### src/rtl/uce_pkg.sv
// Shared types and constants for the code point encoder.
`timescale 1ns / 1ps
package uce_pkg;

    // Output encoding codes
    localparam logic [1:0] FMT_UTF8  = 2'd0;
    localparam logic [1:0] FMT_UTF16 = 2'd1;
    localparam logic [1:0] FMT_UTF32 = 2'd2;

    // Register indexes on the configuration port
    localparam logic REG_FORMAT = 1'b0;
    localparam logic REG_ENDIAN = 1'b1;

    // Unicode limits
    localparam logic [31:0] UNI_MAX   = 32'h0010_FFFF;
    localparam logic [31:0] SUR_LO    = 32'h0000_D800;
    localparam logic [31:0] SUR_HI    = 32'h0000_DFFF;
    localparam logic [31:0] PLANE1    = 32'h0001_0000;

    // Classified code point, first stage to second
    typedef struct packed {
        logic [31:0] cp;
        logic [1:0]  fmt;
        logic        le;
        logic        bad;
        logic [1:0]  u8_last;  // UTF-8 byte count minus one
        logic        supp;     // above the basic plane
    } t_cls;

    // Built unit list, second stage to serializer
    typedef struct packed {
        logic [3:0][31:0] unit;
        logic             bad;
        logic [1:0]       last_idx;
    } t_units;

endpackage

### src/rtl/unicode_code_point_encoder.sv
// Each code point is registered by the classify, build and serialize stages in turn, then by the output register.
// Throughput: one code point per cycle when each yields one unit and i_stall is low; a code point with
// n units (UTF-8 up to 4, UTF-16 pair 2) holds the one-unit output register until all n units are sent.
// Reset: synchronous, active low; clears all valid bits, format to UTF-8, big-endian.
// Top level: configuration registers and the classify, build and serialize stages.
`timescale 1ns / 1ps
module unicode_code_point_encoder (
    input  logic        i_clk,
    input  logic        i_rst_n,
    // configuration port
    input  logic        psel,
    input  logic        penable,
    input  logic        pwrite,
    input  logic [2:0]  paddr,
    input  logic [31:0] pwdata,
    output logic [31:0] prdata,
    output logic        pready,
    // input channel
    input  logic        i_valid,
    output logic        o_stall,
    input  logic [31:0] i_code_point,
    // output channel
    output logic        o_valid,
    input  logic        i_stall,
    output logic [31:0] o_code_unit,
    output logic        o_invalid,
    output logic        o_last_unit
);

    logic [1:0]      r_format;
    logic            r_le;
    logic            w_wr;
    logic            w_reg;
    logic            w_s1_ready;
    logic            w_s1_valid;
    uce_pkg::t_cls   w_cls;
    logic            w_s2_ready;
    logic            w_s2_valid;
    uce_pkg::t_units w_units;
    logic            w_s3_ready;

    // Register file
    assign pready = 1'b1;
    assign w_reg  = paddr[2];
    assign w_wr   = psel && penable && pwrite && pready;

    always_ff @(posedge i_clk) begin
        if (!i_rst_n) begin
            r_format <= uce_pkg::FMT_UTF8;
            r_le     <= 1'b0;
        end else if (w_wr) begin
            case (w_reg)
                uce_pkg::REG_FORMAT: r_format <= pwdata[1:0];
                uce_pkg::REG_ENDIAN: r_le     <= pwdata[0];
                default: ;
            endcase
        end
    end

    always_comb begin
        case (w_reg)
            uce_pkg::REG_FORMAT: prdata = {30'd0, r_format};
            uce_pkg::REG_ENDIAN: prdata = {31'd0, r_le};
            default:             prdata = 32'd0;
        endcase
    end

    assign o_stall = !w_s1_ready;

    uce_classify u_classify (
        .i_clk        (i_clk),
        .i_rst_n      (i_rst_n),
        .i_valid      (i_valid),
        .i_code_point (i_code_point),
        .i_fmt        (r_format),
        .i_le         (r_le),
        .o_ready      (w_s1_ready),
        .i_ready      (w_s2_ready),
        .o_valid      (w_s1_valid),
        .o_cls        (w_cls)
    );

    uce_build u_build (
        .i_clk   (i_clk),
        .i_rst_n (i_rst_n),
        .i_valid (w_s1_valid),
        .i_cls   (w_cls),
        .o_ready (w_s2_ready),
        .i_ready (w_s3_ready),
        .o_valid (w_s2_valid),
        .o_units (w_units)
    );

    uce_serial u_serial (
        .i_clk       (i_clk),
        .i_rst_n     (i_rst_n),
        .i_valid     (w_s2_valid),
        .i_units     (w_units),
        .o_ready     (w_s3_ready),
        .o_valid     (o_valid),
        .o_code_unit (o_code_unit),
        .o_invalid   (o_invalid),
        .o_last_unit (o_last_unit),
        .i_stall     (i_stall)
    );

endmodule

### src/rtl/uce_classify.sv
// First stage: range checks and UTF-8 length class of the code point.
`timescale 1ns / 1ps
module uce_classify (
    input  logic          i_clk,
    input  logic          i_rst_n,
    input  logic          i_valid,
    input  logic [31:0]   i_code_point,
    input  logic [1:0]    i_fmt,
    input  logic          i_le,
    output logic          o_ready,
    input  logic          i_ready,
    output logic          o_valid,
    output uce_pkg::t_cls o_cls
);

    logic          r_valid;
    uce_pkg::t_cls r_cls;
    uce_pkg::t_cls n_cls;
    logic          w_adv;

    assign w_adv   = !r_valid || i_ready;
    assign o_ready = w_adv;
    assign o_valid = r_valid;
    assign o_cls   = r_cls;

    // Classify the incoming beat
    always_comb begin
        n_cls.cp   = i_code_point;
        n_cls.fmt  = i_fmt;
        n_cls.le   = i_le;
        n_cls.bad  = (i_code_point > uce_pkg::UNI_MAX) ||
                     ((i_code_point >= uce_pkg::SUR_LO) &&
                      (i_code_point <= uce_pkg::SUR_HI));
        n_cls.supp = (i_code_point >= uce_pkg::PLANE1);
        if (i_code_point <= 32'h0000_007F) begin
            n_cls.u8_last = 2'd0;
        end else if (i_code_point <= 32'h0000_07FF) begin
            n_cls.u8_last = 2'd1;
        end else if (i_code_point <= 32'h0000_FFFF) begin
            n_cls.u8_last = 2'd2;
        end else begin
            n_cls.u8_last = 2'd3;
        end
    end

    always_ff @(posedge i_clk) begin
        if (!i_rst_n) begin
            r_valid <= 1'b0;
        end else if (w_adv) begin
            r_valid <= i_valid;
            if (i_valid) begin
                r_cls <= n_cls;
            end
        end
    end

endmodule

### src/rtl/uce_build.sv
// Second stage: forms every code unit of one code point, with byte order applied to UTF-16 and UTF-32 units.
`timescale 1ns / 1ps
module uce_build (
    input  logic            i_clk,
    input  logic            i_rst_n,
    input  logic            i_valid,
    input  uce_pkg::t_cls   i_cls,
    output logic            o_ready,
    input  logic            i_ready,
    output logic            o_valid,
    output uce_pkg::t_units o_units
);

    logic            r_valid;
    uce_pkg::t_units r_units;
    uce_pkg::t_units n_units;
    logic            w_adv;
    logic [20:0]     w_off;
    logic [15:0]     w_hi;
    logic [15:0]     w_lo;
    logic [31:0]     w_cp;

    function automatic logic [31:0] swap16(input logic [31:0] v);
        return {16'h0000, v[7:0], v[15:8]};
    endfunction

    function automatic logic [31:0] swap32(input logic [31:0] v);
        return {v[7:0], v[15:8], v[23:16], v[31:24]};
    endfunction

    assign w_adv   = !r_valid || i_ready;
    assign o_ready = w_adv;
    assign o_valid = r_valid;
    assign o_units = r_units;
    assign w_cp    = i_cls.cp;

    // Surrogate pair halves
    assign w_off = w_cp[20:0] - 21'h01_0000;
    assign w_hi  = 16'hD800 | {6'd0, w_off[19:10]};
    assign w_lo  = 16'hDC00 | {6'd0, w_off[9:0]};

    always_comb begin
        n_units.unit     = '0;
        n_units.bad      = i_cls.bad;
        n_units.last_idx = 2'd0;
        case (i_cls.fmt)
            uce_pkg::FMT_UTF8: begin
                if (i_cls.bad) begin
                    n_units.unit[0] = w_cp;
                end else begin
                    n_units.last_idx = i_cls.u8_last;
                    case (i_cls.u8_last)
                        2'd0: begin
                            n_units.unit[0] = w_cp;
                        end
                        2'd1: begin
                            n_units.unit[0] = {24'd0, 3'b110, w_cp[10:6]};
                            n_units.unit[1] = {24'd0, 2'b10, w_cp[5:0]};
                        end
                        2'd2: begin
                            n_units.unit[0] = {24'd0, 4'b1110, w_cp[15:12]};
                            n_units.unit[1] = {24'd0, 2'b10, w_cp[11:6]};
                            n_units.unit[2] = {24'd0, 2'b10, w_cp[5:0]};
                        end
                        default: begin
                            n_units.unit[0] = {24'd0, 5'b11110, w_cp[20:18]};
                            n_units.unit[1] = {24'd0, 2'b10, w_cp[17:12]};
                            n_units.unit[2] = {24'd0, 2'b10, w_cp[11:6]};
                            n_units.unit[3] = {24'd0, 2'b10, w_cp[5:0]};
                        end
                    endcase
                end
            end
            uce_pkg::FMT_UTF16: begin
                if (i_cls.bad || !i_cls.supp) begin
                    n_units.unit[0] = i_cls.le ? swap16(w_cp) : w_cp;
                end else begin
                    n_units.last_idx = 2'd1;
                    n_units.unit[0]  = i_cls.le ? swap16({16'd0, w_hi}) : {16'd0, w_hi};
                    n_units.unit[1]  = i_cls.le ? swap16({16'd0, w_lo}) : {16'd0, w_lo};
                end
            end
            default: begin
                // UTF-32, and the unused format code
                n_units.unit[0] = i_cls.le ? swap32(w_cp) : w_cp;
            end
        endcase
    end

    always_ff @(posedge i_clk) begin
        if (!i_rst_n) begin
            r_valid <= 1'b0;
        end else if (w_adv) begin
            r_valid <= i_valid;
            if (i_valid) begin
                r_units <= n_units;
            end
        end
    end

endmodule

### src/rtl/uce_serial.sv
// Third stage: sends the units of one code point one beat at a time.
`timescale 1ns / 1ps
module uce_serial (
    input  logic            i_clk,
    input  logic            i_rst_n,
    input  logic            i_valid,
    input  uce_pkg::t_units i_units,
    output logic            o_ready,
    output logic            o_valid,
    output logic [31:0]     o_code_unit,
    output logic            o_invalid,
    output logic            o_last_unit,
    input  logic            i_stall
);

    logic             r_busy;
    logic [3:0][31:0] r_unit;
    logic             r_bad;
    logic [1:0]       r_left;
    logic             r_out_valid;
    logic [31:0]      r_code_unit;
    logic             r_invalid;
    logic             r_last;
    logic             w_out_load;
    logic             w_take;

    // Output register loads when empty or when its beat is taken
    assign w_out_load = !r_out_valid || !i_stall;
    assign o_ready    = !r_busy || (w_out_load && (r_left == 2'd0));
    assign w_take     = i_valid && o_ready;

    assign o_valid     = r_out_valid;
    assign o_code_unit = r_code_unit;
    assign o_invalid   = r_invalid;
    assign o_last_unit = r_last;

    always_ff @(posedge i_clk) begin
        if (!i_rst_n) begin
            r_busy      <= 1'b0;
            r_out_valid <= 1'b0;
        end else begin
            // Present the front unit
            if (w_out_load) begin
                r_out_valid <= r_busy;
                if (r_busy) begin
                    r_code_unit <= r_unit[0];
                    r_invalid   <= r_bad;
                    r_last      <= (r_left == 2'd0);
                end
            end
            // Load a new item or shift to the next unit
            if (w_take) begin
                r_busy <= 1'b1;
                r_unit <= i_units.unit;
                r_bad  <= i_units.bad;
                r_left <= i_units.last_idx;
            end else if (w_out_load && r_busy) begin
                if (r_left == 2'd0) begin
                    r_busy <= 1'b0;
                end else begin
                    r_unit <= {32'd0, r_unit[3:1]};
                    r_left <= r_left - 2'd1;
                end
            end
        end
    end

endmodule
### config.mk
export PLATFORM = sky130hd
export DESIGN_NAME = unicode_code_point_encoder
export DESIGN_NICKNAME = d
export VERILOG_FILES = /design/src/rtl/uce_pkg.sv /design/src/rtl/unicode_code_point_encoder.sv /design/src/rtl/uce_classify.sv /design/src/rtl/uce_build.sv /design/src/rtl/uce_serial.sv
export SDC_FILE = /design/constraint.sdc
export NUM_CORES = 1
export LEC_CHECK = 0
export BUFFER_PORTS_ARGS = -buffer_cell sky130_fd_sc_hd__buf_2
export CORE_MARGIN = 3
export CORE_UTILIZATION = 33
export CTS_BUF_LIST = sky130_fd_sc_hd__clkbuf_16
export DETAILED_ROUTE_END_ITERATION = 10
export HOLD_SLACK_MARGIN = 0.06
export PLACE_DENSITY_LB_ADDON = 0.25
export SKIP_CTS_REPAIR_TIMING = 1
export SYNTH_ARGS = -nofsm -noshare
export SYNTH_HDL_FRONTEND = slang
export SYNTH_SLANG_ARGS = --single-unit
### constraint.sdc
create_clock -name i_clk -period 13.1 [get_ports i_clk]
set_input_delay 0.655 -clock i_clk [delete_from_list [all_inputs] [get_ports i_clk]]
set_output_delay 0.655 -clock i_clk [all_outputs]
set_load 0.01 [all_outputs]
==> metrics.cfg <==
[cts]
h-tree-depth=1
cts.path.max_buffers=3
numClockSinks=210
path_clk_slew_ns=0.06
cts_buffers=23
cts_tree=yes
clock_latency_ns=0.49
clockRootBuffer=clkbuf_16

[drt]
highest_layer=met4
drt_iter0_drc=512
wl_per_cell_um=19.06
ant_nets=0
m1WireLength_um=9251
viasPerCell=5.007
dr.pass1.iters=5
dr_total_vias=5232
drc_errors=0
drt_wl_total_um=19920
wl_met3_um=1597
wl_met2_um=8656

[floorplanning]
fp.dieW_um=171.1
pin_count=143
die-area_sq_um=29260
die-height_um=171.1
rows=59
core_sq_um=26430
start_util_pct=34.02

[placement]
portBuffers=79
pre_cts_slack_ns=10.53
placed_area_sq_um=9558
gp_congestion=0.8631
dp_hpwl_um=13410
dp.cells=1005

[hold_path]
hold_start=i_code_point[0]
hold_path_end=u_classify.o_cls[7]$_DFFE_PP_
min_path_type=input pin to flop
holdPathStages=1

[synth]
async_flop_share_pct=0
synthDistinctLibCells=56
synth_cells=629
ys_warn_count=0
synth_edf_count=203
yosysSeqAreaShare_pct=69.37
syn_avg_cell_area_sq_um=14.29
syn_area_sq_um=8990
ys_ff_latch=210
synth_ff_type=edfxtp_1

[setup_path]
crit_chain=inv_1, ha_1, a21boi_1, nor2_1, and3_1, buf_2
regToRegEndpoint=u_build.o_units[5]$_DFFE_PP_
timing.rr.start=u_classify.o_cls[6]$_DFFE_PP_
crit_fanout=4
r2r_setup_slack_ns=10.55
cp-start-kind=flop
cp.required_ns=12.44
cpPeakStageDelay_ns=0.33
crit_arrival_ns=2.00
reg2reg_depth=3
path_buf_inv=2
critPathKind=flop to output pin
cpLargestDelayFamily=simple AND/OR/NAND/NOR gates
setup.worst_path.start=u_serial.r_left[0]$_DFFE_PP_
critPathCaptureType=output pin
crit_slowest_cell=edfxtp_1

[cells_and_area]
n_antenna_cell=0
finalNetCount=776
finish.utilization_pct=39.12
nFillCells=2501
final_cell_count_no_fill=1045
fin_area_sq_um=10340
area_growth_pct=14.99
drive_above_1_share_pct=21.83

[sta]
rsz0062_at_grt=false
drv_slew=0
setup_viol=0
worst_hold_slack_ns=0.3336
tightestPinTransition_ns=1.014
finalCriticalPeriod_ns=2.656
hold_viol_final=0
slew_headroom_pct=32.26
fin_crit_sh_pct=20.27
layout_setup_ws_ns=10.44
fin_setup_tns_ns=0
fmax_mhz=376.5
finClkSkew_ns=0.008109

[flow_run]
maxCapViolCount=0

[grt]
grt_pass1_vias=5169
grt_max_degree=67
globalRouteTotalUtil_pct=13.46
overflow=0
grt_pass1_wl_um=30550
antenna_found_initial=0

[status]
status=completed

[pwr]
vdd_drop_max_mv=0.07852
p_total_mw=1.502
p_leak_nw=3.710
powerDensity_nw_per_um2=145.3

-- Yosys cell counts (all sizes together) (3+ instances only) --
master / n / area share, %
dfxtp: 7 / 1.6
inv: 13 / 0.54
clkbuf: 22 / 0.92
a221o: 4 / 0.45
nor3: 4 / 0.22
nand3: 6 / 0.33
mux2i: 8 / 0.89
nand4: 3 / 0.21
a22o: 15 / 1.5
o21a: 7 / 0.58
a21oi: 26 / 1.4
o22ai: 7 / 0.49
mux2: 32 / 4.0
o21ai: 29 / 1.6
nand2b: 3 / 0.21
nand2: 30 / 1.3
a221oi: 6 / 0.58
ha: 7 / 0.97
nor4: 3 / 0.28
a22oi: 13 / 1.1
a21boi: 4 / 0.33
nor2b: 11 / 0.77
a211o: 4 / 0.39
and3: 4 / 0.28
or4: 3 / 0.25
and2: 42 / 2.9
nor2: 30 / 1.3
buf: 51 / 3.8
edfxtp: 203 / 68
o211ai: 6 / 0.50
-- worst reg2reg max path, stage by stage, from the launching register on --
cell	delay (ns)
edfxtp_1	0.76
and4bb_1	1.01
a21boi_0	0.23
o31ai_1	0.35
-- metal layers --
metal	global-route usage, %	up-vias
met1	20.19	2501
met4	4.024	0
met2	19.78	248
li1	-	2448
met5	0	-
met3	2.703	35
-- power breakdown --
| group | internal (mW) | total (mW) | leakage (nW) | switching, mW |
|---|---|---|---|---|
| Clock | 0.402 | 0.652 | 0.393 | 0.250 |
| Combinational | 0.0279 | 0.0767 | 1.36 | 0.0488 |
| Sequential | 0.758 | 0.773 | 1.96 | 0.0151 |
| Total | 1.19 | 1.50 | 3.71 | 0.314 |
-- flip-flops by register name, indices dropped and copies added, names as in the netlist --
signal,count
r_format,2
r_le,1
u_build.o_units,65
u_build.o_valid,1
u_classify.o_cls,39
u_classify.o_valid,1
u_serial.o_code_unit,32
u_serial.o_invalid,1
u_serial.o_last_unit,1
u_serial.o_valid,1
u_serial.r_bad,1
u_serial.r_busy,1
u_serial.r_left,2
u_serial.r_unit,62
-- kinds of logic (layout without fill, tap and decap cells) --
kind of cell / after synthesis / count (layout) / synth area share (%)
AO/OA/AOI/OAI: 134 / 134 / 10.26
XOR/XNOR: 2 / 2 / 0.1949
adder cells (fa/ha/maj): 7 / 7 / 0.9742
buffers and inverters: 86 / 138 / 5.219
flip-flops: 210 / 210 / 69.37
multiplexers: 41 / 41 / 5.150
other: 2 / 31 / 0.08354
AND/OR/NAND/NOR: 147 / 147 / 8.755
-- layout make-up --
type | count | area (sq um) | share of cell area, %
sequential | 210 | 6236 | 60.32
clock inverter | 17 | 203.9 | 1.973
timing repair buffer | 85 | 440.4 | 4.260
clock buffer | 23 | 575.6 | 5.568
inverter | 13 | 48.80 | 0.4720
tap | 335 | 419.2 | 4.055
multi-input combinational | 362 | 2414 | 23.35
-- worst max path at each step --
stage / end / slack, ns / cells after the start
finish: o_stall / 10.44 / 6
floorplan: u_build.o_units[0]$_DFFE_PP_ / 8.47 / 3
global placement: u_build.o_units[5]$_DFFE_PP_ / 10.52 / 3
CTS: o_stall / 10.41 / 6
global route: o_stall / 10.31 / 6
detailed placement: u_build.o_units[5]$_DFFE_PP_ / 10.53 / 3
-- cell usage in the layout (no fill, tap or decap), types with 3 or more instances in the layout --
master / synthesis / routed
a211o_1: 4 / 4
a21boi_0: 3 / 3
a21oi_1: 26 / 25
a221o_1: 4 / 4
a221oi_1: 6 / 6
a22o_1: 15 / 15
a22oi_1: 13 / 13
and2_1: 42 / 42
and3_1: 4 / 4
buf_2: 18 / 79
buf_4: 33 / 6
bufinv_16: 0 / 4
clkbuf_16: 0 / 23
clkinv_2: 0 / 3
conb_1: 2 / 31
dfxtp_1: 7 / 7
edfxtp_1: 203 / 203
ha_1: 7 / 7
inv_1: 13 / 16
mux2_1: 5 / 5
mux2_2: 27 / 27
mux2i_1: 8 / 8
nand2_1: 30 / 30
nand2b_1: 3 / 3
nand3_1: 6 / 6
nand4_1: 3 / 3
nor2_1: 30 / 29
nor2b_1: 11 / 11
nor3_1: 4 / 4
o211ai_1: 6 / 6
o21a_1: 7 / 6
o21ai_0: 24 / 24
o21ai_1: 5 / 5
o22ai_1: 7 / 7
or4_1: 3 / 3
Power figures use the tool's default switching activity.
